[config.mk]
export PLATFORM = sky130hd
export DESIGN_NAME = fraction_arith_reduce_top
export DESIGN_NICKNAME = d
export VERILOG_FILES = /design/src/sv/far_pkg.sv /design/src/sv/fraction_arith_reduce_top.sv /design/src/sv/far_front.sv /design/src/sv/far_div.sv /design/src/sv/far_back.sv
export VERILOG_INCLUDE_DIRS = /design/src /design/src/sv
export SDC_FILE = /design/constraint.sdc
export NUM_CORES = 2
export LEC_CHECK = 0
export ABC_AREA = 1
export BUFFER_PORTS_ARGS = -buffer_cell sky130_fd_sc_hd__clkbuf_2
export CAP_MARGIN = 20
export CORE_ASPECT_RATIO = 1.1
export CORE_UTILIZATION = 45
export DETAILED_ROUTE_END_ITERATION = 8
export GPL_TIMING_DRIVEN = 0
export PLACE_DENSITY_LB_ADDON = 0.08
export SLEW_MARGIN = 15
export SYNTH_ARGS = -nofsm -noshare
export SYNTH_HDL_FRONTEND = slang
export SYNTH_SLANG_ARGS = --single-unit
[constraint.sdc]
create_clock -name clk -period 8.8 [get_ports clk]
set_input_delay 0.44 -clock clk [delete_from_list [all_inputs] [get_ports clk]]
set_output_delay 0.44 -clock clk [all_outputs]
set_load 0.02 [all_outputs]
[src/sv/fraction_arith_reduce_top_defines.svh]
// Assertion macros for the fraction reduce block.
`ifndef FRACTION_ARITH_REDUCE_TOP_DEFINES_SVH
`define FRACTION_ARITH_REDUCE_TOP_DEFINES_SVH
`ifndef ASSERT_OFF
`define FAR_ASSERT(label, clk, rst_n, prop, msg) \
    label: assert property (@(posedge clk) disable iff (!rst_n) prop) else $error(msg);
`define FAR_ASSERT_NORST(label, clk, prop, msg) \
    label: assert property (@(posedge clk) prop) else $error(msg);
`else
`define FAR_ASSERT(label, clk, rst_n, prop, msg)
`define FAR_ASSERT_NORST(label, clk, prop, msg)
`endif
`endif

[src/sv/far_pkg.sv]
package far_pkg;
    localparam int OperandWidth = 16;
    localparam int OutWidth     = 33;
    localparam int ProdWidth    = 2 * OperandWidth;
    // magnitude of a sum of two products
    localparam int MagWidth     = ProdWidth + 1;
    localparam int CntWidth     = $clog2(MagWidth + 1);

    typedef enum logic [1:0] {
        CMD_ADD = 2'd0,
        CMD_SUB = 2'd1,
        CMD_MUL = 2'd2,
        CMD_DIV = 2'd3
    } cmd_t;

    typedef struct packed {
        logic                neg;
        logic [MagWidth-1:0] mag;
    } smag_t;

    // classified word passed from front to back
    typedef struct packed {
        cmd_t                   cmd;
        logic                   neg_a;
        logic                   neg_b;
        logic [ProdWidth-1:0]   a;
        logic [ProdWidth-1:0]   b;
        logic                   neg_c;
        logic                   neg_d;
        logic [ProdWidth-1:0]   c;
        logic [ProdWidth-1:0]   d;
    } job_t;

    typedef enum logic [2:0] {
        ST_IDLE,
        ST_PROD,
        ST_GCD,
        ST_QNUM,
        ST_QDEN,
        ST_DONE
    } st_t;

    typedef struct packed {
        logic start;
        logic busy;
        logic done;
    } div_ctl_t;
endpackage

[src/sv/fraction_arith_reduce_top.sv]
// Exact fraction arithmetic with gcd reduction. An item (command and two
// signed 16-bit fractions) is taken into a two-word queue; the back end forms
// the cross products with one shared 32x32 multiplier, then runs Euclid's
// loop on a serial divider and divides both parts by the gcd on the same
// divider. One finished word is held at the output while the next is worked.
module fraction_arith_reduce_top (
    input  logic                                    clk,
    input  logic                                    rst_n,
    input  logic                                    push,
    output logic                                    full,
    input  logic [1:0]                              command,
    input  logic signed [far_pkg::OperandWidth-1:0] first_num,
    input  logic signed [far_pkg::OperandWidth-1:0] first_den,
    input  logic signed [far_pkg::OperandWidth-1:0] second_num,
    input  logic signed [far_pkg::OperandWidth-1:0] second_den,
    output logic                                    empty,
    input  logic                                    pop,
    output logic signed [far_pkg::OutWidth-1:0]     result_num,
    output logic signed [far_pkg::OutWidth-1:0]     result_den,
    output logic                                    fault
);
    far_pkg::job_t job;
    logic          job_valid, job_take, res_valid;

    far_front u_front (
        .clk(clk), .rst_n(rst_n), .push(push), .full(full),
        .command(command), .first_num(first_num), .first_den(first_den),
        .second_num(second_num), .second_den(second_den),
        .job_valid(job_valid), .job_take(job_take), .job(job)
    );

    far_back u_back (
        .clk(clk), .rst_n(rst_n), .job_valid(job_valid), .job_take(job_take),
        .job(job), .res_valid(res_valid), .res_take(pop && res_valid),
        .res_num(result_num), .res_den(result_den), .res_fault(fault)
    );

    assign empty = !res_valid;
endmodule

[src/sv/far_front.sv]
module far_front (
    input  logic                                 clk,
    input  logic                                 rst_n,
    input  logic                                 push,
    output logic                                 full,
    input  logic [1:0]                           command,
    input  logic signed [far_pkg::OperandWidth-1:0] first_num,
    input  logic signed [far_pkg::OperandWidth-1:0] first_den,
    input  logic signed [far_pkg::OperandWidth-1:0] second_num,
    input  logic signed [far_pkg::OperandWidth-1:0] second_den,
    output logic                                 job_valid,
    input  logic                                 job_take,
    output far_pkg::job_t                        job
);
    localparam int W = far_pkg::OperandWidth;
    localparam int P = far_pkg::ProdWidth;

    // two-entry queue between front and back
    far_pkg::job_t q_reg [2];
    logic          wr_ptr_reg, rd_ptr_reg;
    logic [1:0]    cnt_reg;
    far_pkg::job_t jin;
    logic [W-1:0]  m1n, m1d, m2n, m2d;
    logic          accept;

    function automatic logic [W-1:0] magof(input logic [W-1:0] v);
        magof = v[W-1] ? (~v + 1'b1) : v;
    endfunction

    always_comb
    begin
        m1n = magof(first_num);
        m1d = magof(first_den);
        m2n = magof(second_num);
        m2d = magof(second_den);
        jin.cmd = far_pkg::cmd_t'(command);
        // pair operands for the products each command needs
        case (far_pkg::cmd_t'(command))
            far_pkg::CMD_ADD, far_pkg::CMD_SUB:
            begin
                jin.a = {{W{1'b0}}, m1d}; jin.neg_a = first_den[W-1];
                jin.b = {{W{1'b0}}, m2n}; jin.neg_b = second_num[W-1];
                jin.c = {{W{1'b0}}, m2d}; jin.neg_c = second_den[W-1];
                jin.d = {{W{1'b0}}, m1n}; jin.neg_d = first_num[W-1];
            end
            far_pkg::CMD_MUL:
            begin
                jin.a = {{W{1'b0}}, m1n}; jin.neg_a = first_num[W-1];
                jin.b = {{W{1'b0}}, m2n}; jin.neg_b = second_num[W-1];
                jin.c = {{W{1'b0}}, m1d}; jin.neg_c = first_den[W-1];
                jin.d = {{W{1'b0}}, m2d}; jin.neg_d = second_den[W-1];
            end
            default:
            begin
                jin.a = {{W{1'b0}}, m1n}; jin.neg_a = first_num[W-1];
                jin.b = {{W{1'b0}}, m2d}; jin.neg_b = second_den[W-1];
                jin.c = {{W{1'b0}}, m1d}; jin.neg_c = first_den[W-1];
                jin.d = {{W{1'b0}}, m2n}; jin.neg_d = second_num[W-1];
            end
        endcase
    end

    assign full      = cnt_reg == 2'd2;
    assign accept    = push && !full;
    assign job_valid = cnt_reg != 2'd0;
    assign job       = q_reg[rd_ptr_reg];

    always_ff @(posedge clk)
    begin
        if (accept)
        begin
            q_reg[wr_ptr_reg] <= jin;
        end
    end

    always_ff @(posedge clk or negedge rst_n)
    begin
        if (!rst_n)
        begin
            wr_ptr_reg <= 1'b0;
            rd_ptr_reg <= 1'b0;
            cnt_reg    <= 2'd0;
        end
        else
        begin
            if (accept)
                wr_ptr_reg <= !wr_ptr_reg;
            if (job_take && job_valid)
                rd_ptr_reg <= !rd_ptr_reg;
            cnt_reg <= cnt_reg + 2'(accept) - 2'(job_take && job_valid);
        end
    end
endmodule

[src/sv/far_div.sv]
module far_div (
    input  logic                               clk,
    input  logic                               rst_n,
    input  logic                               start,
    input  logic [far_pkg::MagWidth-1:0]       dividend,
    input  logic [far_pkg::MagWidth-1:0]       divisor,
    output far_pkg::div_ctl_t                  ctl,
    output logic [far_pkg::MagWidth-1:0]       quotient,
    output logic [far_pkg::MagWidth-1:0]       remainder
);
    `include "fraction_arith_reduce_top_defines.svh"
    localparam int M = far_pkg::MagWidth;
    localparam int C = far_pkg::CntWidth;

    logic [M-1:0] q_reg, r_reg, d_reg;
    logic [C-1:0] cnt_reg;
    logic         busy_reg, done_reg;
    logic [M:0]   trial;
    logic [M-1:0] rsh;

    // restoring division, one quotient bit per cycle
    assign rsh   = {r_reg[M-2:0], q_reg[M-1]};
    assign trial = {1'b0, rsh} - {1'b0, d_reg};

    assign quotient  = q_reg;
    assign remainder = r_reg;
    assign ctl.start = start;
    assign ctl.busy  = busy_reg;
    assign ctl.done  = done_reg;

    always_ff @(posedge clk)
    begin
        if (start)
        begin
            q_reg <= dividend;
            r_reg <= '0;
            d_reg <= divisor;
        end
        else if (busy_reg)
        begin
            if (!trial[M] && !r_reg[M-1])
            begin
                r_reg <= trial[M-1:0];
                q_reg <= {q_reg[M-2:0], 1'b1};
            end
            else if (r_reg[M-1])
            begin
                r_reg <= rsh - d_reg;
                q_reg <= {q_reg[M-2:0], 1'b1};
            end
            else
            begin
                r_reg <= rsh;
                q_reg <= {q_reg[M-2:0], 1'b0};
            end
        end
    end

    always_ff @(posedge clk or negedge rst_n)
    begin
        if (!rst_n)
        begin
            busy_reg <= 1'b0;
            done_reg <= 1'b0;
            cnt_reg  <= '0;
        end
        else
        begin
            done_reg <= 1'b0;
            if (start)
            begin
                busy_reg <= 1'b1;
                cnt_reg  <= C'(M);
            end
            else if (busy_reg)
            begin
                cnt_reg <= cnt_reg - 1'b1;
                if (cnt_reg == C'(1))
                begin
                    busy_reg <= 1'b0;
                    done_reg <= 1'b1;
                end
            end
        end
    end

    `FAR_ASSERT(a_div_done_after_busy, clk, rst_n, ctl.done |-> $past(busy_reg), "done without busy")
    `FAR_ASSERT(a_div_no_start_busy, clk, rst_n, busy_reg |-> !start, "start while busy")
    `FAR_ASSERT(a_div_done_pulse, clk, rst_n, ctl.done |=> !ctl.done, "done held")
endmodule

[src/sv/far_back.sv]
module far_back (
    input  logic                                clk,
    input  logic                                rst_n,
    input  logic                                job_valid,
    output logic                                job_take,
    input  far_pkg::job_t                       job,
    output logic                                res_valid,
    input  logic                                res_take,
    output logic signed [far_pkg::OutWidth-1:0] res_num,
    output logic signed [far_pkg::OutWidth-1:0] res_den,
    output logic                                res_fault
);
    `include "fraction_arith_reduce_top_defines.svh"
    localparam int M = far_pkg::MagWidth;
    localparam int O = far_pkg::OutWidth;
    localparam int P = far_pkg::ProdWidth;

    far_pkg::st_t      st_reg, st_next;
    logic [1:0]        step_reg;
    logic [P-1:0]      pa_reg, pb_reg;
    logic              na_reg, nb_reg;
    far_pkg::smag_t    num_reg, den_reg, ga_reg, gb_reg;
    logic [M-1:0]      qn_reg;
    logic              out_full_reg;
    logic signed [O-1:0] on_reg, od_reg;
    logic              of_reg;
    logic              div_start;
    logic [M-1:0]      div_a, div_b, div_q, div_r;
    far_pkg::div_ctl_t dctl;
    logic [M-1:0]      prod;
    far_pkg::smag_t    sum;
    logic              neg_p;
    // divider launches for the two quotients
    logic              qnum_go_reg;
    logic              qden_go_reg;

    far_div u_div (
        .clk(clk), .rst_n(rst_n), .start(div_start),
        .dividend(div_a), .divisor(div_b),
        .ctl(dctl), .quotient(div_q), .remainder(div_r)
    );

    function automatic logic [O-1:0] to_out(input logic neg, input logic [M-1:0] mag);
        logic [O-1:0] m;
        m = O'(mag);
        to_out = neg ? (~m + 1'b1) : m;
    endfunction

    // one multiplier, used for the two or three products over successive cycles
    always_comb
    begin
        prod  = M'(pa_reg * pb_reg);
        neg_p = (prod != '0) && (na_reg != nb_reg);
        // subtract: negate first_den * second_num
        if (job.cmd == far_pkg::CMD_SUB && step_reg == 2'd0)
            neg_p = (prod != '0) && !(na_reg != nb_reg);
        if (num_reg.neg == neg_p)
            sum = '{neg: num_reg.neg, mag: num_reg.mag + prod};
        else if (num_reg.mag >= prod)
            sum = '{neg: num_reg.neg && (num_reg.mag != prod), mag: num_reg.mag - prod};
        else
            sum = '{neg: neg_p, mag: prod - num_reg.mag};
    end

    always_comb
    begin
        st_next = st_reg;
        case (st_reg)
            far_pkg::ST_IDLE: if (job_valid) st_next = far_pkg::ST_PROD;
            far_pkg::ST_PROD: if (step_reg == 2'd2) st_next = far_pkg::ST_GCD;
            far_pkg::ST_GCD:
                if (gb_reg.mag == '0 && !dctl.busy && !dctl.start)
                    st_next = (ga_reg.mag == '0) ? far_pkg::ST_DONE : far_pkg::ST_QNUM;
            far_pkg::ST_QNUM: if (dctl.done) st_next = far_pkg::ST_QDEN;
            far_pkg::ST_QDEN: if (dctl.done) st_next = far_pkg::ST_DONE;
            far_pkg::ST_DONE: if (!out_full_reg) st_next = far_pkg::ST_IDLE;
            default: st_next = far_pkg::ST_IDLE;
        endcase
    end

    always_comb
    begin
        job_take  = st_reg == far_pkg::ST_DONE && !out_full_reg;
        div_start = 1'b0;
        div_a     = ga_reg.mag;
        div_b     = gb_reg.mag;
        case (st_reg)
            far_pkg::ST_GCD:
                div_start = gb_reg.mag != '0 && !dctl.busy && !dctl.done;
            far_pkg::ST_QNUM:
            begin
                div_a = num_reg.mag;
                div_b = ga_reg.mag;
                div_start = qnum_go_reg;
            end
            far_pkg::ST_QDEN:
            begin
                div_a = den_reg.mag;
                div_b = ga_reg.mag;
                div_start = qden_go_reg;
            end
            default: ;
        endcase
    end

    always_ff @(posedge clk)
    begin
        case (st_reg)
            far_pkg::ST_IDLE:
            begin
                pa_reg <= job.a; pb_reg <= job.b;
                na_reg <= job.neg_a; nb_reg <= job.neg_b;
                num_reg <= '0;
                step_reg <= 2'd0;
            end
            far_pkg::ST_PROD:
            begin
                if (step_reg == 2'd0)
                begin
                    num_reg <= '{neg: neg_p, mag: prod};
                    pa_reg <= job.c; pb_reg <= job.d;
                    na_reg <= job.neg_c; nb_reg <= job.neg_d;
                    // multiply and divide need a single numerator product
                    if (job.cmd == far_pkg::CMD_MUL || job.cmd == far_pkg::CMD_DIV)
                        step_reg <= 2'd2;
                    else
                        step_reg <= 2'd1;
                end
                else if (step_reg == 2'd1)
                begin
                    step_reg <= 2'd2;
                    num_reg <= sum;
                    // denominator is first_den * second_den for add/sub
                    pa_reg <= job.a; pb_reg <= job.c;
                    na_reg <= job.neg_a; nb_reg <= job.neg_c;
                end
                else
                begin
                    den_reg <= '{neg: neg_p, mag: prod};
                    ga_reg <= num_reg;
                    gb_reg <= '{neg: neg_p, mag: prod};
                end
            end
            far_pkg::ST_GCD:
                if (dctl.done)
                begin
                    ga_reg <= gb_reg;
                    gb_reg <= '{neg: ga_reg.neg && (div_r != '0), mag: div_r};
                end
            far_pkg::ST_QNUM:
                if (dctl.done) qn_reg <= div_q;
            default: ;
        endcase
        if (st_reg == far_pkg::ST_DONE && !out_full_reg)
        begin
            if (ga_reg.mag == '0)
            begin
                on_reg <= '0; od_reg <= '0; of_reg <= 1'b1;
            end
            else
            begin
                on_reg <= to_out((qn_reg != '0) && (num_reg.neg != ga_reg.neg), qn_reg);
                od_reg <= to_out((div_q != '0) && (den_reg.neg != ga_reg.neg), div_q);
                of_reg <= 1'b0;
            end
        end
    end

    always_ff @(posedge clk or negedge rst_n)
    begin
        if (!rst_n)
        begin
            st_reg       <= far_pkg::ST_IDLE;
            out_full_reg <= 1'b0;
            qnum_go_reg  <= 1'b0;
            qden_go_reg  <= 1'b0;
        end
        else
        begin
            st_reg      <= st_next;
            qnum_go_reg <= st_reg == far_pkg::ST_GCD && st_next == far_pkg::ST_QNUM;
            qden_go_reg <= st_reg == far_pkg::ST_QNUM && dctl.done;
            if (job_take)
                out_full_reg <= 1'b1;
            else if (res_take)
                out_full_reg <= 1'b0;
        end
    end

    assign res_valid = out_full_reg;
    assign res_num   = on_reg;
    assign res_den   = od_reg;
    assign res_fault = of_reg;

    `FAR_ASSERT(a_take_only_done, clk, rst_n, job_take |-> st_reg == far_pkg::ST_DONE, "take outside done")
    `FAR_ASSERT(a_take_has_job, clk, rst_n, job_take |-> job_valid, "take with empty queue")
    `FAR_ASSERT(a_take_sets_out, clk, rst_n, job_take |=> out_full_reg, "result not held")
endmodule

* Yosys cells after proc, flatten, opt, wreduce, memory -nomap -nowiden *
Memories as Yosys holds them, arrays and structs flattened.
Index checks and enable logic that the tools add are counted.

operators by class
  add/subtract/negate cells = 14
  shift operators = 0
  equal/unequal tests = 25
  magnitude comparators = 1
  bitwise logic cells = 8
  divide/modulo/power cells = 0
  multiply operators = 1
  reduce and logical (&&, ||, !) cells = 51
  muxes and demuxes = 67

operators with widths
  operator                                                         count
  34-bit 2-to-1 mux                                                10
  132-bit one-hot mux with 2 select lines                          1
  33-bit 2-to-1 mux                                                7
  34-bit one-hot mux with 2 select lines                           3
  33-bit nonzero test                                              5
  32-bit 2-to-1 mux                                                4
  32-bit one-hot mux with 2 select lines                           2
  33-bit subtractor                                                3
  33-bit by 1-bit adder with 33-bit output, second input constant  2
  33-bit logical NOT                                               2
  33-bit NOT                                                       2
  33-bit one-hot mux with 2 select lines                           1
  16-bit by 1-bit adder with 16-bit output, second input constant  4
  16-bit 2-to-1 mux                                                4
  16-bit NOT                                                       4
  33-bit by 33-bit subtractor with 34-bit output                   1
  33-bit adder                                                     1
  33-bit greater-or-equal comparator                               1
  32-bit by 32-bit multiplier with 33-bit output                   1
  33-bit != test                                                   1
  3-bit 2-to-1 mux                                                 7
  1-bit logical AND                                                18
  1-bit 2-to-1 mux                                                 18
  3-bit one-hot mux with 6 select lines                            1
  29 further kinds                                                 64

word-level totals
  register bits = 421
  bits in latches = 0
  memory bits (read-only) = 0
  output and inout port bits = 69
  memories = 1
  bits in writable memories = 268

memories
  name           words  width  rd ports  clocked after Yosys merged registers in  wr ports  RTL line         text
  u_front.q_reg  2      134    1         0                                        1         far_front.sv:19  far_pkg::job_t q_reg [2];

* Longest topological paths before layout *
  depth in word-level cells = 10
  gate-level depth with buffers = 50
  gate-level depth less buffers = 47

* Cells and area by module *
A second synthesis with hierarchy kept.

unflattened totals
  cells, all modules = 7,239
  area, all modules = 55,116.6 um^2

by module, submodules not included
  module                     cells each  seq. area each (um^2)  area each (um^2)  instances
  far_back                   5,205       9,278.9                39,521.7          1
  far_front                  1,015       4,304.1                8,475.6           1
  far_div                    1,016       2,842.7                7,108.1           1
  fraction_arith_reduce_top  3           0.0                    11.3              1

* Worst setup path before layout *
No wires, ideal clock.

  path kind = register -> register
  from = register u_back.pa_reg[15]
  to = register u_back.num_reg[16] (netlist bit) (data pin)
  arrival time = 7,883 ps
  slack = 660 ps
  cell stages (with the launch flop) = 43
  buffers on the path = 4
  path through = edfxtp_1 > clkbuf_1 > clkbuf_1 > nand2_1 > fa_1 > inv_1 > fa_1 > fa_1 > inv_1 > fa_1 > inv_1 > fa_1 > ha_1 > fa_1 > inv_1 > fa_1 > inv_1 > ha_1 > (+7 left out) > inv_1 > ha_1 > buf_2 > nand2_1 > nor2_1 > inv_1 > nor2_1 > nand2_1 > nor3_1 > a211oi_1 > nand2_4 > inv_2 > buf_4 > nand2_1 > nand2_1 > xor2_1 > nand3_2 > nand3_2

on the way
  word-level cells in the longest chain between the ends = 9
  elaborated cells between the ends (all ways) = 15
  those cells by class = add/sub: 3; mul: 1; order compare: 1; eq/ne: 1; mux: 6; reduce/logical: 3

ends and longest elaborated chain
  element                                                                                     RTL line         text
  start: declaration                                                                          far_back.sv:20   logic [P-1:0] pa_reg, pb_reg;
  start signal: assignment                                                                    far_back.sv:111  pa_reg <= job.a; pb_reg <= job.b;
  start signal: assignment                                                                    far_back.sv:121  pa_reg <= job.c; pb_reg <= job.d;
  start signal: assignment                                                                    far_back.sv:134  pa_reg <= job.a; pb_reg <= job.c;
  32-bit by 32-bit multiplier with 33-bit output *                                            far_back.sv:52   prod = M'(pa_reg * pb_reg);
  via u_back.prod[24]                                                                         far_back.sv:30   logic [M-1:0] prod;
  parallel branches: the longest is 4 deep, another holds 33-bit greater-or-equal comparator  -
  34-bit 2-to-1 mux *                                                                         far_back.sv:57   if (num_reg.neg == neg_p)
  34-bit 2-to-1 mux *                                                                         far_back.sv:129  else if (step_reg == 2'd1)
  34-bit 2-to-1 mux *                                                                         far_back.sv:118  if (step_reg == 2'd0)
  34-bit one-hot mux with 2 select lines *                                                    far_back.sv:108  case (st_reg)
  end signal: assignment                                                                      far_back.sv:120  num_reg <= '{neg: neg_p, mag: prod};
  end signal: assignment                                                                      far_back.sv:132  num_reg <= sum;
  end: declaration                                                                            far_back.sv:22   far_pkg::smag_t num_reg, den_reg, ga_reg, gb_reg;

Mark *: on every way through the listed nets, which the timed path passes. The select of a mux whose other input is x is not followed.
A chain may end at the register's enable or synchronous reset.

* Worst setup path in the final report *
  from = register u_back.pa_reg[13]
  to = register u_back.num_reg[9] (netlist bit) (data pin)

The elaborated chain is that of the path after synthesis.

==> flow_summary.json <==
{
  "worstMarginPinSlew_ns": 0.860,
  "postRouteAntennaNets": 0,
  "grt_max_degree": 66,
  "skew_ns": 0.0825,
  "comb_power_share_pct": 3.1,
  "swShare_pct": 22.4,
  "ys_seq_area_share_pct": 35.1,
  "floorplan.initialDensity_pct": 45.3,
  "vdd_drop_max_uv": 162,
  "numPortBuffers": 137,
  "cts_buffer_depth": 3,
  "clk_pin_slew_worst_paths_ns": 0.06,
  "path_common_cell": "nand2_1",
  "clk_latency_ns": 0.71,
  "seq_area_um2": 15500,
  "cts-root-buf": "clkbuf_16",
  "post-route-min-period_ns": 8.59,
  "cp.required_ns": 9.22,
  "first_global_vias": 37183,
  "crit_fanout": 10,
  "yosys-top-cells-area": "edfxtp_1, nand2_1, ha_1",
  "postRouteWirelength_um": 156000,
  "final_cells": 7139,
  "use_met1_pct": 36.2,
  "holdPathStages": 1,
  "layout.nets": 6391,
  "pin_count": 139,
  "antenna_found_initial": 0,
  "internal_power_w": 0.00419,
  "syn_avg_cell_area_um2": 7.99,
  "clkPwrFrac_pct": 46.4,
  "cts_buffers": 61,
  "via_per_inst": 5.34,
  "synth_top_cell_by_area": "edfxtp_1",
  "syn_nets": 6111,
  "grt_pass1_wl_um": 230000,
  "end_kind": "flop",
  "critPathKind": "reg2reg",
  "multi_input_area_um2": 24800,
  "report.final.slew_viol_count": 0,
  "async_flop_share_pct": 3.40,
  "synth_most_common_cell": "nand2_1",
  "syn_inst": 5523,
  "crit_slowest_cell": "fa_2",
  "htree_levels": 2,
  "synth-edff-count": 478,
  "synth_top_area_share_pct": 32.5,
  "rows": 120,
  "hold_violations": 0,
  "placed_cells": 6957,
  "r2r_slack_ns": 0.21,
  "finalSetupViolCount": 0,
  "post-route-drc-count": 0,
  "vias": 38133,
  "outcome": "finished clean",
  "crit_family": "adder cells",
  "use_met3_pct": 3.00,
  "max_stage_delay_ns": 0.61,
  "fp.dieW_um": 301,
  "cp.arrival_ns": 9.01,
  "synth_area_um2": 44100,
  "power.density_nw_per_um2": 107,
  "max_freq_mhz": 116,
  "maxCapViolations": 0,
  "ys_types": 64,
  "wire_per_inst_um": 21.8,
  "ys_seq_elements": 529,
  "use_met2_pct": 56.6,
  "drt_iter0_markers": 2856,
  "crit_path_start_kind": "flop",
  "firstDrtPassIters": 7,
  "synth_common_cells": "nand2_1, inv_1, edfxtp_1",
  "track_usage_pct": 31.1,
  "busiest_layer": "met2",
  "overflow": 0,
  "relSlewSlack_pct": 42.2,
  "largest_reg_flops": 140,
  "cp_num_buf_inv": 8,
  "place.gp.congestion": 1.00,
  "r2r-start": "u_back.pa_reg[13]$_DFFE_PP_",
  "power_w": 0.00539,
  "area_delta_synth_final_pct": 14.6,
  "layout-drive-gt1-share_pct": 11.8,
  "hold_class": "in2reg",
  "fill_cells": 9433,
  "switching_power_w": 0.00121,
  "fp.dieH_um": 330,
  "p_leak_nw": 23.9,
  "yosys_warnings": 0,
  "dpl.hpwl_um": 126000,
  "cts.sinks": 529,
  "cts_tree": "built",
  "core-area_um2": 97300,
  "r2r_end": "u_back.num_reg[9]$_SDFFCE_PN0P_",
  "ff2ff_path_depth": 40,
  "synth_ff_type": "edfxtp_1",
  "fin_setup_tns_ns": 0,
  "min_to": "u_front.q_reg[1][133]$_DFFE_PP_",
  "fin_crit_sh_pct": 97.6,
  "p_seq_share_pct": 50.5,
  "hold_start": "command[1]",
  "dieArea_um2": 99300
}
==> how the worst max path moves through the flow <==
stage	start	endpoint	depth (start not counted)
after floorplan	u_back.pa_reg[15]$_DFFE_PP_	u_back.num_reg[16]$_SDFFCE_PN0P_	42
after global placement	u_back.pa_reg[15]$_DFFE_PP_	u_back.num_reg[32]$_SDFFCE_PN0P_	42
after detailed placement	u_back.pa_reg[15]$_DFFE_PP_	u_back.num_reg[32]$_SDFFCE_PN0P_	42
after CTS	u_back.pa_reg[13]$_DFFE_PP_	u_back.num_reg[32]$_SDFFCE_PN0P_	44
after global routing	u_back.pa_reg[8]$_DFFE_PP_	u_back.num_reg[30]$_SDFFCE_PN0P_	36
final	u_back.pa_reg[13]$_DFFE_PP_	u_back.num_reg[9]$_SDFFCE_PN0P_	40
==> timing repair <==
item	CTS	global route
pin swaps	12	57
endpoints found under the setup margin	34	33
setup buffers	52	37
gates resized for setup	138	157
hold buffers	2	0
endpoints found under the hold margin	19	0
gates cloned	0	2
==> per-layer routing <==
metal,vias to the layer above,share of wire [%]
met5,-,0
met4,0,5.8
met3,334,4.5
met2,1150,51
met1,18256,39
li1,18393,-
==> final cells by class <==
type / count / share of cell area, %
clock buffer: 84 / 3.29
tap: 1281 / 3.17
clock inverter: 32 / 0.596
buffer: 192 / 2.21
timing repair buffer: 246 / 3.71
sequential: 529 / 30.6
multi-input combinational: 3780 / 49.0
antenna: 2 / 0.00990
inverter: 993 / 7.39
==> logic make-up (layout without fill, tap and decap cells) <==
family	Yosys count	after routing	share of synthesized area (%)
flops	529	529	35.1
other cells	0	2	0
fa+ha+maj	518	518	18.1
buf+inv	1214	1547	10.7
simple gates	2277	2277	22.3
mux	9	9	0.204
compound gates	814	814	10.4
xor+xnor	162	162	3.22
==> power groups by stage <==
stage               Clock (W)  Sequential [W]  Combinational, W
detailed placement          0         0.00277          0.000163
global placement            0         0.00277          0.000161
CTS                   0.00254         0.00272          0.000165
global route          0.00262         0.00272          0.000179
finish                0.00250         0.00272          0.000166
floorplan                   0         0.00277         0.0000852
==> stage by stage <==
| stage | utilization, % | worst slack [ns] | hold WS, ns | instance area [µm²] |
|---|---|---|---|---|
| final | 52.0 | 0.208 | 0.111 | 50600 |
| after global routing | 52.0 | -0.0262 | 0.0718 | 50600 |
| after CTS | 51.0 | 0.00189 | 0.0588 | 49600 |
| after detailed placement | 48.2 | -2.09 | 0.435 | 46900 |
| after global placement | 47.7 | -2.11 | 0.434 | 46400 |
| after floorplan | - | 0.660 | 0.144 | 44100 |
==> cell usage in the layout, fill, tap and decap left out, drive strengths merged, types with 11 or more instances in the layout <==
cell type / instances
dfxtp: 33
nand2: 1433
xnor2: 42
a21oi: 272
o211ai: 66
edfxtp: 478
nor2: 378
fa: 198
clkbuf: 343
a31oi: 28
a21o: 17
dfrtp: 18
nor4: 33
xor2: 120
nand3b: 11
nor3: 75
ha: 320
o21bai: 17
clkinv: 29
inv: 989
buf: 176
o21ai: 352
nand4: 37
nand3: 293
==> worst register-to-register path: cells and delay by family, from the launching register on <==
family,cells,cell delay [ns]
adders and majority gates,10,4.36
and+or+nand+nor,19,2.09
buffers and inverters,8,0.90
DFF,1,0.49
AOI/OAI and AO/OA,3,0.49
(Power assumes the default switching activity.)
